### src/rtl/lft_pkg.sv
// ----------------------------------------------------------------------------
// lft_pkg: shared types for the logic formula tokenizer
// Item formats, result codes and the result bundle handed to the output queue.
// ----------------------------------------------------------------------------
package lft_pkg;

  typedef enum logic [3:0] {
    KIND_OPEN       = 4'd0,
    KIND_CLOSE      = 4'd1,
    KIND_ARROW      = 4'd2,
    KIND_IDENT_CHAR = 4'd3,
    KIND_IDENT_END  = 4'd4,
    KIND_AND        = 4'd5,
    KIND_OR         = 4'd6,
    KIND_IMPLIES    = 4'd7,
    KIND_NOT        = 4'd8,
    KIND_ERROR      = 4'd9,
    KIND_DONE       = 4'd10
  } kind_e;

  typedef enum logic [2:0] {
    ERR_NONE      = 3'd0,
    ERR_INVALID   = 3'd1,
    ERR_TOO_MANY  = 3'd2,
    ERR_IDENT_LEN = 3'd3,
    ERR_CUT       = 3'd4
  } err_e;

  localparam logic CFG_IDX_TOKEN_LIMIT = 1'b0;
  localparam logic CFG_IDX_IDENT_LIMIT = 1'b1;

  localparam logic [6:0] TOKEN_LIMIT_RESET = 7'd100;
  localparam logic [5:0] IDENT_LIMIT_RESET = 6'd49;

  localparam int unsigned MaxResults = 3;

  typedef struct packed {
    logic [7:0] data_byte;
    logic       final_req;
  } in_item_t;

  typedef struct packed {
    kind_e      kind;
    logic [7:0] char_value;
    err_e       error_code;
    logic [6:0] token_number;
    logic       run_last;
  } out_item_t;

  // results caused by one input item, slot 0 first
  typedef struct packed {
    logic [1:0]                      count;
    out_item_t [MaxResults-1:0]      res;
  } res_bundle_t;

endpackage

### src/rtl/lft_step.sv
// ----------------------------------------------------------------------------
// lft_step: tokenizer state and per-byte decode
// Holds the running tokenizer state and turns one byte into a result bundle.
// ----------------------------------------------------------------------------
module lft_step import lft_pkg::*; (
  input  logic        clk_i,
  input  logic        rst_ni,
  input  logic        take_i,
  input  in_item_t    item_i,
  input  logic [6:0]  token_limit_i,
  input  logic [5:0]  ident_limit_i,
  output res_bundle_t bundle_o
);

  typedef enum logic [2:0] {
    PFX_NONE  = 3'd0,
    PFX_C2    = 3'd1,
    PFX_E2    = 3'd2,
    PFX_E2_86 = 3'd3,
    PFX_E2_87 = 3'd4,
    PFX_E2_88 = 3'd5
  } prefix_e;

  localparam logic [7:0] ByteSpace = 8'h20;
  localparam logic [7:0] ByteOpen  = 8'h28;
  localparam logic [7:0] ByteClose = 8'h29;

  prefix_e    prefix_q, prefix_d;
  logic       in_id_q, in_id_d;
  logic [5:0] id_len_q, id_len_d;
  logic [6:0] tok_cnt_q, tok_cnt_d;
  logic       err_q, err_d;

  function automatic res_bundle_t push(res_bundle_t bun, kind_e kind, logic [7:0] ch,
                                       err_e code, logic [6:0] tcnt);
    res_bundle_t r;
    r = bun;
    r.res[bun.count] = '{kind: kind, char_value: ch, error_code: code,
                         token_number: tcnt, run_last: 1'b0};
    r.count = bun.count + 2'd1;
    return r;
  endfunction

  logic [7:0]  b;
  logic        is_letter, is_alnum;
  logic        want_tok, start_id, handled, do_fail;
  kind_e       tok_kind;
  logic [7:0]  tok_ch;
  err_e        fail_code;
  res_bundle_t bun;

  assign b         = item_i.data_byte;
  assign is_letter = (b >= 8'h61 && b <= 8'h7a) || (b >= 8'h41 && b <= 8'h5a);
  assign is_alnum  = is_letter || (b >= 8'h30 && b <= 8'h39);

  always_comb begin
    prefix_d  = prefix_q;
    in_id_d   = in_id_q;
    id_len_d  = id_len_q;
    tok_cnt_d = tok_cnt_q;
    err_d     = err_q;
    bun       = '0;
    want_tok  = 1'b0;
    start_id  = 1'b0;
    handled   = 1'b0;
    do_fail   = 1'b0;
    tok_kind  = KIND_OPEN;
    tok_ch    = 8'h00;
    fail_code = ERR_INVALID;

    if (!err_q) begin
      if (prefix_q != PFX_NONE) begin
        prefix_d = PFX_NONE;
        if (prefix_q == PFX_C2 && b == 8'hAC) begin
          want_tok = 1'b1;
          tok_kind = KIND_NOT;
        end else if (prefix_q == PFX_E2 && b == 8'h86) begin
          prefix_d = PFX_E2_86;
        end else if (prefix_q == PFX_E2 && b == 8'h87) begin
          prefix_d = PFX_E2_87;
        end else if (prefix_q == PFX_E2 && b == 8'h88) begin
          prefix_d = PFX_E2_88;
        end else if (prefix_q == PFX_E2_86 && b == 8'h92) begin
          want_tok = 1'b1;
          tok_kind = KIND_ARROW;
        end else if (prefix_q == PFX_E2_87 && b == 8'h92) begin
          want_tok = 1'b1;
          tok_kind = KIND_IMPLIES;
        end else if (prefix_q == PFX_E2_88 && b == 8'hA7) begin
          want_tok = 1'b1;
          tok_kind = KIND_AND;
        end else if (prefix_q == PFX_E2_88 && b == 8'hA8) begin
          want_tok = 1'b1;
          tok_kind = KIND_OR;
        end else begin
          do_fail = 1'b1;
        end
      end else begin
        if (in_id_q) begin
          if (is_alnum) begin
            handled = 1'b1;
            if (id_len_q >= ident_limit_i) begin
              do_fail   = 1'b1;
              fail_code = ERR_IDENT_LEN;
            end else begin
              id_len_d = id_len_q + 6'd1;
              bun = push(bun, KIND_IDENT_CHAR, b, ERR_NONE, tok_cnt_d);
            end
          end else begin
            in_id_d  = 1'b0;
            id_len_d = '0;
            bun = push(bun, KIND_IDENT_END, 8'h00, ERR_NONE, tok_cnt_d);
          end
        end
        if (!handled) begin
          if (b == ByteSpace) begin
            // skipped
          end else if (b == ByteOpen) begin
            want_tok = 1'b1;
            tok_kind = KIND_OPEN;
          end else if (b == ByteClose) begin
            want_tok = 1'b1;
            tok_kind = KIND_CLOSE;
          end else if (is_letter) begin
            if (ident_limit_i == '0) begin
              do_fail   = 1'b1;
              fail_code = ERR_IDENT_LEN;
            end else begin
              want_tok = 1'b1;
              start_id = 1'b1;
              tok_kind = KIND_IDENT_CHAR;
              tok_ch   = b;
            end
          end else if (b == 8'hC2) begin
            prefix_d = PFX_C2;
          end else if (b == 8'hE2) begin
            prefix_d = PFX_E2;
          end else begin
            do_fail = 1'b1;
          end
        end
      end

      if (want_tok) begin
        if (tok_cnt_d >= token_limit_i) begin
          do_fail   = 1'b1;
          fail_code = ERR_TOO_MANY;
        end else begin
          tok_cnt_d = tok_cnt_d + 7'd1;
          bun = push(bun, tok_kind, tok_ch, ERR_NONE, tok_cnt_d);
          if (start_id) begin
            in_id_d  = 1'b1;
            id_len_d = 6'd1;
          end
        end
      end

      if (do_fail) begin
        bun = push(bun, KIND_ERROR, 8'h00, fail_code, tok_cnt_d);
        err_d    = 1'b1;
        in_id_d  = 1'b0;
        prefix_d = PFX_NONE;
      end
    end

    if (item_i.final_req) begin
      if (!err_d) begin
        if (in_id_d) begin
          in_id_d = 1'b0;
          bun = push(bun, KIND_IDENT_END, 8'h00, ERR_NONE, tok_cnt_d);
        end else if (prefix_d != PFX_NONE) begin
          bun = push(bun, KIND_ERROR, 8'h00, ERR_CUT, tok_cnt_d);
        end
      end
      bun = push(bun, KIND_DONE, 8'h00, ERR_NONE, tok_cnt_d);
      prefix_d  = PFX_NONE;
      in_id_d   = 1'b0;
      id_len_d  = '0;
      tok_cnt_d = '0;
      err_d     = 1'b0;
    end

    if (bun.count != 2'd0) begin
      bun.res[bun.count - 2'd1].run_last = 1'b1;
    end
  end

  assign bundle_o = bun;

  always_ff @(posedge clk_i or negedge rst_ni) begin
    if (!rst_ni) begin
      prefix_q  <= PFX_NONE;
      in_id_q   <= 1'b0;
      id_len_q  <= '0;
      tok_cnt_q <= '0;
      err_q     <= 1'b0;
    end else if (take_i) begin
      prefix_q  <= prefix_d;
      in_id_q   <= in_id_d;
      id_len_q  <= id_len_d;
      tok_cnt_q <= tok_cnt_d;
      err_q     <= err_d;
    end
  end

endmodule

### src/rtl/lft_outq.sv
// ----------------------------------------------------------------------------
// lft_outq: result register and serializer
// Holds one result bundle and hands its results out one per cycle while the result side is ready.
// ----------------------------------------------------------------------------
module lft_outq import lft_pkg::*; (
  input  logic        clk_i,
  input  logic        rst_ni,
  input  logic        load_i,
  input  res_bundle_t bundle_i,
  output logic        can_load_o,
  output logic        out_valid_o,
  input  logic        out_ready_i,
  output out_item_t   out_item_o
);

  res_bundle_t bun_q;
  logic [1:0]  idx_q;
  logic        valid_q;
  logic        pop, last;

  assign last        = idx_q == (bun_q.count - 2'd1);
  assign pop         = valid_q && out_ready_i;
  // the next bundle may land in the same cycle the last result leaves
  assign can_load_o  = !valid_q || (pop && last);
  assign out_valid_o = valid_q;
  assign out_item_o  = bun_q.res[idx_q];

  always_ff @(posedge clk_i or negedge rst_ni) begin
    if (!rst_ni) begin
      valid_q <= 1'b0;
      idx_q   <= '0;
    end else if (load_i && bundle_i.count != 2'd0) begin
      valid_q <= 1'b1;
      idx_q   <= '0;
    end else if (pop) begin
      if (last) begin
        valid_q <= 1'b0;
        idx_q   <= '0;
      end else begin
        idx_q <= idx_q + 2'd1;
      end
    end
  end

  always_ff @(posedge clk_i) begin
    if (load_i) begin
      bun_q <= bundle_i;
    end
  end

endmodule

### src/rtl/logic_formula_tokenizer.sv
// ----------------------------------------------------------------------------
// logic_formula_tokenizer: UTF-8 propositional formula tokenizer
// Turns a byte stream into operator, parenthesis and identifier tokens.
// ----------------------------------------------------------------------------
// One input byte is taken per cycle and decoded in the same cycle; it yields
// zero to three results, which leave the result register one per cycle. The
// input waits while the result register holds results that do not all leave
// in the current cycle, so the output port and its stalls set the byte rate.
// The first result is registered and appears in the cycle after its byte is
// accepted. The user must write limits through the configuration channel only
// while the block is idle; the block itself does not enforce this.
module logic_formula_tokenizer import lft_pkg::*; (
  input  logic       clk_i,
  input  logic       rst_ni,
  input  logic       in_valid_i,
  output logic       in_ready_o,
  input  in_item_t   in_item_i,
  output logic       out_valid_o,
  input  logic       out_ready_i,
  output out_item_t  out_item_o,
  input  logic       cfg_valid_i,
  output logic       cfg_ready_o,
  input  logic       cfg_index_i,
  input  logic [6:0] cfg_data_i
);

  logic [6:0]  token_limit_q;
  logic [5:0]  ident_limit_q;
  logic        take, can_load;
  res_bundle_t bundle;

  assign cfg_ready_o = 1'b1;

  always_ff @(posedge clk_i or negedge rst_ni) begin
    if (!rst_ni) begin
      token_limit_q <= TOKEN_LIMIT_RESET;
      ident_limit_q <= IDENT_LIMIT_RESET;
    end else if (cfg_valid_i) begin
      case (cfg_index_i)
        CFG_IDX_TOKEN_LIMIT: token_limit_q <= cfg_data_i;
        CFG_IDX_IDENT_LIMIT: ident_limit_q <= cfg_data_i[5:0];
        default: ;
      endcase
    end
  end

  assign in_ready_o = can_load;
  assign take       = in_valid_i && can_load;

  lft_step u_step (
    .clk_i         (clk_i),
    .rst_ni        (rst_ni),
    .take_i        (take),
    .item_i        (in_item_i),
    .token_limit_i (token_limit_q),
    .ident_limit_i (ident_limit_q),
    .bundle_o      (bundle)
  );

  lft_outq u_outq (
    .clk_i       (clk_i),
    .rst_ni      (rst_ni),
    .load_i      (take),
    .bundle_i    (bundle),
    .can_load_o  (can_load),
    .out_valid_o (out_valid_o),
    .out_ready_i (out_ready_i),
    .out_item_o  (out_item_o)
  );

endmodule

### config.mk
export PLATFORM = sky130hd
export DESIGN_NAME = logic_formula_tokenizer
export DESIGN_NICKNAME = d
export VERILOG_FILES = /design/src/rtl/lft_pkg.sv /design/src/rtl/lft_step.sv /design/src/rtl/lft_outq.sv /design/src/rtl/logic_formula_tokenizer.sv
export SDC_FILE = /design/constraint.sdc
export NUM_CORES = 1
export LEC_CHECK = 0
export BUFFER_PORTS_ARGS = -buffer_cell sky130_fd_sc_hd__buf_2
export CAP_MARGIN = 20
export CORE_MARGIN = 1
export CORE_UTILIZATION = 49
export CTS_CLUSTER_DIAMETER = 80
export DETAILED_ROUTE_END_ITERATION = 6
export PLACE_DENSITY = 0.67
export SLEW_MARGIN = 5
export SYNTH_ARGS = -nofsm -noshare
export SYNTH_HDL_FRONTEND = slang
export SYNTH_SLANG_ARGS = --single-unit
### constraint.sdc
create_clock -name clk_i -period 14.1 [get_ports clk_i]
set_input_delay 1.41 -clock clk_i [delete_from_list [all_inputs] [get_ports clk_i]]
set_output_delay 1.41 -clock clk_i [all_outputs]
set_load 0.03 [all_outputs]
# Yosys cells after proc, flatten, opt, wreduce, memory -nomap -nowiden
# Index checks and enable logic that the tools add are counted.
op_classes:
  add_sub_neg: 9
  n_mul: 0
  n_div: 0
  magnitude_cmp: 19
  n_eq_ne: 19
  shifts: 0
  mux: 165
  n_bitwise: 1
  reduce_logical: 34
op_table:
  columns: ["operator", "count"]
  rows:
  - ["$mux 71", 13]
  - ["$bwmux 69", 6]
  - ["$demux 23 s2", 5]
  - ["$mux 70", 2]
  - ["$mux 23", 5]
  - ["$mux 3", 28]
  - ["$eq 8x8->1 const B", 9]
  - ["$mux 69", 1]
  - ["$mux 8", 8]
  - ["$mux 1", 63]
  - ["$mux 4", 14]
  - ["$mux 6", 9]
  - ["$bmux 23 s2", 1]
  - ["$mux 7", 5]
  - ["$eq 8x6->1 const B", 3]
  - ["$logic_and 1x1->1", 20]
  - ["$lt 2x3->1 const B", 6]
  - ["$ge 8x7->1 const B", 2]
  - ["$le 8x7->1 const B", 2]
  - ["$add 2x1->2 const B", 5]
  - ["$ge 2x1->1 const B", 5]
  - ["$mux 2", 5]
  - ["$ge 8x6->1 const B", 1]
  - ["$le 8x6->1 const B", 1]
  - ["17 further kinds", 28]
totals:
  register_bits: 105
  latchBits: 0
  mem_bits_rw: 0
  rom_bits: 0
  in_bits: 22
  out_inout_bits: 26
  n_memories: 0

# Depth between registers and ports, before layout
logic_depth:
  depth_word: 45
  mapped_depth: 23

# Hierarchy
# From an unflattened synthesis, not the netlist that was laid out.
unflattened:
  hier_cells: 739
  hier_area_um2: 7084.3
by_module_without_submodules:
  columns: ["module", "instances", "cells_per_inst", "area_per_inst_um2"]
  rows:
  - ["lft_step", 1, 538, 3723.6]
  - ["lft_outq", 1, 169, 2806.4]
  - ["logic_formula_tokenizer", 1, 32, 554.3]

# Worst setup path after synthesis
# No wires, ideal clock.
synth_path:
  path_kind: "input-to-reg"
  startpoint: "input in_item_i[1] (netlist bit)"
  endpoint: "register u_outq.bun_q[29] (netlist bit), data pin"
  setup_time_ns: 0.274
  arrival_time_ns: 5.280
  t_required_ns: 13.826
  path_slack_ns: 8.546
  cell_stages: 20
  n_path_buf: 3
  cell_sequence: "clkbuf_1 a21oi_1 o221ai_4 and4_1 nor2_1 inv_1 clkbuf_1 ha_1 inv_1 o21a_1 buf_6 ha_1 nor2_1 or3_1 ha_1 nand2_1 inv_1 a21oi_1 and3_4 a211oi_1"
synth_rtl:
  columns: ["item", "line_no", "source"]
  rows:
  - ["start, declared", "logic_formula_tokenizer.sv:17", "input in_item_t in_item_i,"]
  - ["end signal, assigned", "lft_outq.sv:47", "bun_q <= bundle_i;"]
  - ["end, declared", "lft_outq.sv:16", "res_bundle_t bun_q;"]

==> impl_metrics.py <==
metrics = {
    "final_layout": {
        "num-fill-cells": 1168,
        "final_core_util": 0.556,
        "nets": 764,
        "layout-drive-gt1-share": 0.159,
        "area_growth_pct": 10.4,
        "multi_input_area_sq_um": 3320,
        "antennaDiodeCount": 0,
        "seq_area_sq_um": 2750,
    },
    "critical_path": {
        "cpMaxStageDelayCell": "a2111oi_0",
        "path_buf_inv": 3,
        "crit_path_start_kind": "input pin",
        "critical_path.top_delay_family": "compound AO/OA/AOI/OAI gates",
        "required_ps": 14190,
        "worstPathCellList": "buf_2 > a21oi_1 > o221ai_4 > and4_1 > nor2_1 > inv_1 > ha_1 > inv_1 > o21a_1 > ha_1 > nor2_1 > or3_1 > ha_1 > nand2_1 > o41ai_4 > a2111oi_0 > a311oi_1",
        "crit_top_cell": "ha_1",
        "critPathKind": "input pin to register",
        "critPathCaptureType": "register",
        "arrival_ps": 6060,
        "critPathMaxStageDelay_ps": 490,
        "critPathMaxFanout": 15,
    },
    "sta": {
        "slew_headroom": 0.370,
        "setup_viol": 0,
        "setup_tns_ps": 0,
        "fin_crit_sh": 0.424,
        "worst_slew_pin_slew_ps": 945,
        "hold_slack_ps": 516,
        "fmax_mhz": 167,
        "finClkSkew_ps": 6.58,
        "maxSlewViolCount": 0,
        "fin_crit_ps": 5980,
        "hold_violations": 0,
        "grt_setup_unrepaired": "false",
    },
    "cts": {
        "cts_resized": 0,
        "cts_inserted_buffers": 9,
        "clk_pin_slew_worst_paths_ps": 70,
        "clockRootBuffer": "clkbuf_16",
        "htreeDepth": 3,
        "postCtsHoldBufs": 0,
        "cts.sinks": 97,
        "insertion_delay_ps": 350,
        "post_cts_buffers": 0,
        "cts_max_path_buffers": 2,
        "cts_tree": "built",
    },
    "synth": {
        "ys_types": 78,
        "netlist_area_sq_um": 6350,
        "avgSynthCellArea_sq_um": 9.25,
        "yosys-top-cells-area": "edfxtp_1, dfrtp_1, o21ai_0",
        "yosysSeqAreaShare": 0.433,
        "yosys.area.top_type": "edfxtp_1",
        "synth_edf_count": 63,
        "syn_inst": 686,
        "synth-async-reset-ratio": 0.351,
        "synth_top_flop_cell": "edfxtp_1",
        "yosys-top-cells-count": "nand2_1, nor2_1, o21ai_0",
        "yosysWarnings": 0,
        "netlist.area_leader.share": 0.298,
        "synth_most_common_cell": "nand2_1",
        "ys_ff_latch": 97,
    },
    "place": {
        "gp_congestion": 0.929,
        "port-buffer-count": 46,
        "dp.final_hpwl_mm": 11.5,
    },
    "detailed_routing": {
        "vias_per_cell": 5.89,
        "drtIter0Drc": 436,
        "avgRoutedWirePerCell_um": 17.7,
        "first_pass_iters": 5,
        "ant_nets": 0,
        "wl_mm": 15.9,
        "drc": 0,
        "dr_total_vias": 5286,
    },
    "power": {
        "p_leak_nw": 2.80,
        "vdd_drop_max_mv": 0.0946,
        "finalPower_mw": 1.42,
        "power_density_nw_per_um2": 202,
    },
    "floorplanning": {
        "die-area_sq_um": 13400,
        "die_x_um": 116,
        "initial_core_util": 0.503,
        "fp.dieH_um": 116,
        "coreArea_sq_um": 12600,
        "pin_count": 48,
        "num_rows": 41,
    },
    "global_routing": {
        "grt_max_degree": 75,
        "grt_pass1_wl_mm": 25.4,
        "grt_overflow": 0,
        "grt_use_total": 0.250,
        "antenna_found_initial": 0,
        "grt_pass1_vias": 4929,
    },
    "run_status": {
        "status": "finished clean",
    },
    "flow_run": {
        "cap_viol_max_count": 0,
    },
    "hold_path": {
        "hp-class": "register to register",
    },
}
## routing by layer
metal | routed length (um) | track usage
met2 | 7250 | 0.387
met5 | 0 | 0
met1 | 7620 | 0.352
met4 | 249 | 0.0821
met3 | 743 | 0.0497
## per-stage QoR
step	setup WS [ps]	cell area, sq um	std cells
2_1_floorplan	8550	6380	695
3_3_place_gp	8020	6700	880
3_5_place_dp	7850	6700	880
4_1_cts	8210	7000	896
5_1_grt	7700	7010	897
6_report	8120	7010	897
## power breakdown
part           total, mW  switching (mW)  leakage (nW)  internal [mW]
registers          0.462          0.0667          1.00          0.395
logic              0.709           0.475          1.66          0.235
clock network      0.248           0.109         0.142          0.139
total               1.42           0.651          2.80          0.769
## cells in the final DEF (no fill, tap or decap), types with 9 or more instances in the layout
cell       count
a21o_1         9
a21oi_1       40
a311oi_1       9
and2_1        15
and3_1        10
buf_2         46
buf_4          9
clkbuf_16      9
conb_1        11
dfrtp_1       28
edfxtp_1      63
ha_1          22
inv_1         28
mux2i_1       28
nand2_1       78
nand3_1       21
nor2_1        65
nor2b_1        9
nor3_1        17
o21ai_0       65
xnor2_1        9
## path summary, 6_finish.rpt
| kind | startpoint | end | slack [ps] | cells past startpoint |
|---|---|---|---|---|
| setup reg to reg | u_step.id_len_q[0] | u_outq.bun_q[5] | 8770 | 19 |
| min in group asynchronous | rst_ni | u_step.tok_cnt_q[1] | 1150 | 1 |
| max in group asynchronous | rst_ni | u_outq.idx_q[0] | 12430 | 1 |
| hold reg to reg | token_limit_q[5] | token_limit_q[5] | 520 | 2 |
| hold / removal | token_limit_q[5] | token_limit_q[5] | 520 | 2 |
| setup / recovery | in_item_i[1] | u_outq.bun_q[5] | 8120 | 17 |
## kinds of logic after synthesis
kind of cell / share of synthesized area
other: 0.00118
muxes: 0.0566
AOI/OAI and AO/OA: 0.197
and+or+nand+nor: 0.205
xor gates and xnor gates: 0.0152
DFF: 0.433
buffers and inverters: 0.0485
adders and majority gates: 0.0434
## sequential cells by signal, summed over array words and instances (netlist names)
| register | count |
|---|---|
| u_step.in_id_q | 1 |
| u_step.err_q | 1 |
| token_limit_q | 7 |
| u_outq.idx_q | 2 |
| u_outq.bun_q | 63 |
| u_step.id_len_q | 6 |
| u_step.tok_cnt_q | 7 |
| u_step.prefix_q | 3 |
| ident_limit_q | 6 |
| u_outq.out_valid_o | 1 |
## worst min-delay path, delay by kind of cell, from the launching register on
family                 cells  cell delay [ps]
DFF                        1              360
AOI/OAI and AO/OA          1               80
buffers and inverters      1               60
## area by class of cell
class	instances	area share
clock inverters	7	0.0109
flip-flops and latches	97	0.392
well taps	172	0.0307
repair buffers	55	0.0425
multi-input cells	525	0.474
inverters	32	0.0175
clock buffers	9	0.0321
Power figures use the tool's default switching activity.
